==> config.mk <==
export PLATFORM = sky130hd
export DESIGN_NAME = qrs_disc
export DESIGN_NICKNAME = d
export VERILOG_FILES = /design/src/sv/qrs_pkg.sv /design/src/sv/qrs_disc.sv
export SDC_FILE = /design/constraint.sdc
export NUM_CORES = 2
export LEC_CHECK = 0
export ABC_AREA = 1
export BUFFER_PORTS_ARGS = -buffer_cell sky130_fd_sc_hd__buf_2
export CAP_MARGIN = 40
export CORE_MARGIN = 4
export CORE_UTILIZATION = 40
export DETAILED_ROUTE_END_ITERATION = 8
export SLEW_MARGIN = 20
export SYNTH_ARGS = -nofsm -noshare
export SYNTH_HDL_FRONTEND = slang
export SYNTH_SLANG_ARGS = --single-unit
==> constraint.sdc <==
create_clock -name clk -period 19.02 [get_ports clk]
set_clock_uncertainty 0.2 [all_clocks]
set_input_delay 1.902 -clock clk [delete_from_list [all_inputs] [get_ports clk]]
set_output_delay 1.902 -clock clk [all_outputs]
set_load 0.02 [all_outputs]
==> src/sv/qrs_pkg.sv <==
`timescale 1ns / 1ps
`default_nettype none
package qrs_pkg;

  localparam int COEF_W = 16;
  localparam int KIND_W = 3;
  localparam int VAL_W  = 40;
  localparam int DISC_W = 35;  // signed discriminant
  localparam int MAG_W  = 34;  // magnitude of the discriminant
  localparam int DEN_W  = 17;  // magnitude of 2a or of b

  localparam logic [KIND_W-1:0] KIND_REAL = 3'd0;
  localparam logic [KIND_W-1:0] KIND_CPLX = 3'd1;
  localparam logic [KIND_W-1:0] KIND_LIN  = 3'd2;
  localparam logic [KIND_W-1:0] KIND_ALL  = 3'd3;
  localparam logic [KIND_W-1:0] KIND_NONE = 3'd4;

  typedef logic signed [COEF_W-1:0] coef_t;
  typedef logic signed [VAL_W-1:0]  val_t;

  typedef struct packed {
    coef_t a;
    coef_t b;
    coef_t c;
  } coefs_t;

  typedef struct packed {
    coefs_t coef;
    logic   d_neg;
  } sq_tag_t;

  typedef struct packed {
    logic [KIND_W-1:0] kind;
    logic              neg1;
    logic              neg2;
  } div_tag_t;

  typedef struct packed {
    logic [KIND_W-1:0] kind;
    val_t              first;
    val_t              second;
  } res_t;

endpackage
`default_nettype wire

==> src/sv/qrs_disc.sv <==
`timescale 1ns / 1ps
`default_nettype none
module qrs_disc (
  input  wire logic                    clk,
  input  wire logic                    rst_n,
  input  wire logic                    en,
  input  wire logic                    in_v,
  input  wire qrs_pkg::coefs_t         in_coef,
  output logic                         out_v,
  output logic [qrs_pkg::MAG_W-1:0]    out_mag,
  output qrs_pkg::sq_tag_t             out_tag
);
  import qrs_pkg::*;

  logic                v1_r;
  coefs_t              coef1_r;
  logic signed [31:0]  bb_r, bb_nxt;
  logic signed [31:0]  ac_r, ac_nxt;

  logic                v2_r;
  logic [MAG_W-1:0]    mag_r, mag_nxt;
  sq_tag_t             tag_r, tag_nxt;
  logic signed [DISC_W-1:0] d_w;

  // stage one: the two products
  assign bb_nxt = 32'(in_coef.b) * 32'(in_coef.b);
  assign ac_nxt = 32'(in_coef.a) * 32'(in_coef.c);

  // stage two: b*b - 4ac and its magnitude
  assign d_w     = DISC_W'(bb_r) - (DISC_W'(ac_r) <<< 2);
  assign mag_nxt = d_w[DISC_W-1] ? MAG_W'(-d_w) : MAG_W'(d_w);
  assign tag_nxt = '{coef: coef1_r, d_neg: d_w[DISC_W-1]};

  always_ff @(posedge clk) begin
    if (!rst_n) begin
      v1_r <= 1'b0;
      v2_r <= 1'b0;
    end else if (en) begin
      v1_r <= in_v;
      v2_r <= v1_r;
    end
  end

  always_ff @(posedge clk) begin
    if (en) begin
      coef1_r <= in_coef;
      bb_r    <= bb_nxt;
      ac_r    <= ac_nxt;
      mag_r   <= mag_nxt;
      tag_r   <= tag_nxt;
    end
  end

  assign out_v   = v2_r;
  assign out_mag = mag_r;
  assign out_tag = tag_r;

endmodule
`default_nettype wire

# Word-level counts from Yosys, hierarchy flattened
# Index checks and enable logic that the tools add are counted.
[classes]
mux = 1
n_mul = 2
addsub = 2
[ops]
columns = ["cell", "n"]
rows = [
  ["$mul 16x16->32", 2],
  ["$sub 32x34->35", 1],
  ["$mux 34", 1],
  ["$neg 34->34", 1],
]
[totals]
wordCells = 17
out_inout_bits = 84
ff_bits = 197
in_bits = 52

# Depth between registers and ports, before layout
[logic_depth]
depth_word = 3
depth_mapped = 26
depth_no_buf = 25

# Worst setup path after synthesis
# Ideal clock, no wire load.
[synth_timing]
kind = "input port to flip-flop"
startpoint = "input in_coef[17] in the netlist's numbering"
endpoint = "register bb_r[31] (data pin)"
setup_slack_ps = 11302
path_buffers = 2
arrival_time_ps = 7256
cell_stages = 21
required_ps = 18558
setup_time_ps = 262
path_cell_list = "clkbuf_1 clkbuf_1 nand2_1 inv_1 fa_1 fa_1 fa_1 fa_1 fa_1 inv_1 fa_1 inv_1 ha_1 nand2_1 nor4_1 nand4_1 nand3_1 nand2_1 o211ai_1 a21oi_1 xor2_1"
[synth_via]
elab_chain_cells = 1
[synth_lines]
columns = ["element", "line", "text"]
rows = [
  ["from (decl)", "qrs_disc.sv:8", "input wire qrs_pkg::coefs_t in_coef,"],
  ["$mul 16x16->32", "qrs_disc.sv:26", "assign bb_nxt = 32'(in_coef.b) * 32'(in_coef.b);"],
  ["via bb_nxt[31]", "qrs_disc.sv:17", "logic signed [31:0] bb_r, bb_nxt;"],
  ["to (signal assigned)", "qrs_disc.sv:47", "bb_r <= bb_nxt;"],
  ["to (decl)", "qrs_disc.sv:17", ""],
]
# The timed path passes the listed nets, and every way through them passes these cells.
# A chain may end at the register's enable or synchronous reset.

# Worst setup path in the final report
[layout_timing]
startpoint = "input in_coef[31] in the netlist's numbering"
endpoint = "register bb_r[28] (data pin)"
# Same word-level chain as after synthesis.

==> metrics.log <==
[metrics] HPWL after detailed placement: 53,400 um
[metrics] Pre-Repair DR Iteration Count: 5
[metrics] post-synthesis instance area: 0.0286 mm2
[metrics] syn nets: 4,043
[metrics] fraction of final layout cells with drive strength greater than 1: 7.04%
[metrics] mean area per synthesized cell: 8.70 um2
[metrics] Slowest-stage cell, CP: nor4_1
[metrics] final routed DRC violation total: 0
[metrics] CTS tree: built
[metrics] final design area excluding fillers: 0.0308 mm2
[metrics] ANT nets after route: 0
[metrics] gate count after technology mapping: 3,288
[metrics] Sink Count: 194
[metrics] die footprint: 0.0759 mm2
[metrics] post-cts sizing count: 0
[metrics] global placer's final weighted congestion: 0.902
[metrics] crit start category: input pin
[metrics] Yosys warning count: 0
[metrics] Max Cap Violations: 0
[metrics] CP Max Fanout: 24
[metrics] overall die height: 275 um
[metrics] via count of the routed design: 20,230
[metrics] aggregate routed wire length: 64,300 um
[metrics] placed cells: 4,273
[metrics] clock-pin slew reported for the worst setup and hold paths after clock tree synthesis: 0.10 ns
[metrics] data arrival time at the worst-slack endpoint: 7.85 ns
[metrics] global-route wire length before repair: 108,000 um
[metrics] routed wirelength normalized by instance count: 14.9 um
[metrics] final critical-path required period: 7.81 ns
[metrics] biggest area contributors in the synthesized netlist: fa_1 35%, edfxtp_1 20%, inv_1 13%
[metrics] predominant post-synthesis flop cell: edfxtp_1
[metrics] Worst-Skew Late Latency: 0.50 ns
[metrics] pin count of the biggest net entering global routing: 70
[metrics] core footprint: 0.0705 mm2
[metrics] cells along the critical path: buf_2 -> clkinv_1 -> nor2_1 -> xnor2_1 -> ha_1 -> a31o_2 -> fa_1 -> fa_1 -> fa_1 -> fa_1 -> inv_1 -> fa_1 -> inv_1 -> ha_1 -> nand2_1 -> nor4_1 -> nand4_1 -> nand3_1 -> nand2_1 -> nand2_1 -> a31oi_1 -> xor2_1
[metrics] data required time at the worst endpoint: 19.06 ns
[metrics] register bit count reported by yosys: 194
[metrics] DP Area: 0.0302 mm2
[metrics] die outline width: 275 um
[metrics] maximum clock insertion buffer count: 2
[metrics] CP top delay family: adder cells
[metrics] final cell count without fillers: 4,306
[metrics] final clock period utilization by the worst path: 41.0%
[metrics] fraction of the yosys area taken by sequential cells: 20.3%
[metrics] Top-Level Pins: 136
[metrics] CP endpoint kind: register
[metrics] critical path buffer and inverter count: 4
[metrics] critical path start-end classification: input pin to register
[metrics] Worst-Margin Slew: 0.636 ns
[metrics] share of flip-flops with an asynchronous set or reset after synthesis: 0%
[metrics] Slew HR: 57.2%
[metrics] detailed router's first-iteration violation count: 1,203
[metrics] Final Hold Fails: 0
[metrics] # port buffers: 135
[metrics] post-route worst hold slack: 0.209 ns
[metrics] FP Rows: 97
[metrics] run status: finished, final reports clean
[metrics] Final Max Slew Viols: 0
[metrics] RSZ-0062 raised after global routing: no
[metrics] diode insertion count for antenna repair: 0
[metrics] worst hold path type: register to register
[metrics] H-tree depth: 4
[metrics] clock tree root buffer cell: clkbuf_16
[metrics] initial antenna violation count: 0
[metrics] Critical Path Most Common Cell: fa_1
[metrics] vias per cell: 4.70
[metrics] setup TNS: 0 ns
[metrics] initial core utilization: 40.6%
[metrics] number of global-route vias before repair: 21,171
[metrics] count of final setup violators: 0
[metrics] post-synth top area cell: fa_1
[metrics] count of cell types in the netlist: 48
[metrics] cts hold-fix bufs: 0
[metrics] number of nets at the end of the flow: 4,108
[metrics] Post CTS Setup Buffer Count: 0
[metrics] Layout area overhead: 7.62%
[metrics] number of flops mapped to enable cells by yosys: 192
[metrics] TritonCTS buffer count: 17
[metrics] peak clock frequency supported by timing: 0.128 GHz
[metrics] Overflow after GRT: 0
[metrics] slowest stage delay, CP: 0.59 ns
[metrics] fraction of synthesized cell area taken by the top area cell type: 34.8%
[metrics] overall routing resource usage: 18.0%
-- state kept, by name, indices dropped and copies added (netlist names) --
register / count
ac_r: 32
out_v: 1
v1_r: 1
coef1_r: 48
out_mag: 34
bb_r: 30
out_tag: 48
-- path summary, 6_finish.rpt --
path                    start           to  slack (ns)  cells after the start
setup / recovery  in_coef[31]     bb_r[28]       11.21                     22
hold / removal    coef1_r[14]  out_tag[15]        0.21                      0
hold reg to reg   coef1_r[14]  out_tag[15]        0.21                      0
setup reg to reg      ac_r[0]  out_mag[14]       15.12                     17
-- placed cells by master, fill, tap and decap left out, types with 5 or more instances in the layout --
| cell type | synthesis | final |
|---|---|---|
| ha_1 | 206 | 206 |
| nor2_2 | 10 | 10 |
| or2_2 | 6 | 6 |
| o21ai_0 | 36 | 36 |
| clkinv_8 | 0 | 5 |
| a21o_1 | 6 | 6 |
| nand4_1 | 25 | 25 |
| nand2_2 | 22 | 22 |
| xnor2_1 | 46 | 46 |
| nor3_1 | 13 | 13 |
| nor2_1 | 128 | 128 |
| fa_1 | 497 | 497 |
| xor2_1 | 65 | 65 |
| inv_2 | 11 | 11 |
| nand3_1 | 73 | 73 |
| edfxtp_1 | 192 | 192 |
| a21oi_1 | 88 | 88 |
| nand3b_1 | 8 | 8 |
| nand2_1 | 738 | 738 |
| clkbuf_16 | 0 | 17 |
| o21bai_1 | 11 | 11 |
| buf_2 | 1 | 134 |
| a31oi_1 | 5 | 5 |
| inv_1 | 957 | 957 |
| nor4_1 | 5 | 5 |
-- cells in the mapped netlist (2+ instances only) --
| cell type | n |
|---|---|
| xnor2_1 | 46 |
| dfxtp_1 | 2 |
| o21bai_1 | 11 |
| nor2_1 | 128 |
| o21ai_1 | 4 |
| a21boi_0 | 2 |
| o21ai_0 | 36 |
| o221ai_1 | 2 |
| nor4_1 | 5 |
| nor2_4 | 2 |
| o21a_1 | 4 |
| fa_1 | 497 |
| nand3_1 | 73 |
| inv_2 | 11 |
| nand3_2 | 4 |
| a31oi_1 | 5 |
| a21oi_1 | 88 |
| nand2_2 | 22 |
| a31o_2 | 4 |
| nand3b_1 | 8 |
| o211ai_1 | 4 |
| nand2_1 | 738 |
| ha_1 | 206 |
| nor2_2 | 10 |
| and2_1 | 3 |
| a21o_1 | 6 |
| o31ai_1 | 2 |
| xor2_2 | 2 |
| clkbuf_1 | 89 |
| nor3_1 | 13 |
| nand4_1 | 25 |
| clkinv_1 | 2 |
| buf_4 | 2 |
| edfxtp_1 | 192 |
| o2111ai_1 | 2 |
| or2_2 | 6 |
| xor2_1 | 65 |
| inv_1 | 957 |
-- cell type report --
class                   instances  area [um2]
clock inverters                15         194
fillers                      6985       39700
clock buffers                  17         425
repair buffers                140         754
inverters                     970        3640
multi-input cells            2030       18800
flip-flops and latches        194        5810
well taps                     940        1180
-- stage by stage --
step | setup WS [ns] | utilization, %
2_1_floorplan | 11.30 | -
3_3_place_gp | 10.94 | 42.7
3_5_place_dp | 10.78 | 42.8
4_1_cts | 11.33 | 43.6
5_1_grt | 10.86 | 43.7
6_report | 11.21 | 43.7
-- metal layers --
metal	global-route usage (%)	wire length [um]	vias to the layer above
li1	-	-	9757
met1	24.8	28900	10038
met2	30.2	31400	370
met3	1.80	2690	65
met4	5.32	1420	0
met5	0	0	-
-- cell families after synthesis --
logic type,Yosys count,share of synthesized area [%]
AND/OR/NAND/NOR,1039,14.9
adder cells (fa/ha/maj),703,43.8
AO/OA/AOI/OAI,175,3.51
XOR/XNOR,113,3.51
flip-flops,194,20.3
buffers and inverters,1064,14.0
-- worst register-to-register path: cells and delay by family (launching register included) --
kind            cells  cell delay, ns
simple gates       11            1.54
xor+xnor            1            0.14
flops               1            0.48
buf+inv             2            0.35
fa+ha+maj           2            0.67
compound gates      1            0.25
Power is left out: the tool's default activity adds up to more than one toggle a clock period on the data nets, which glitch-free logic cannot reach.
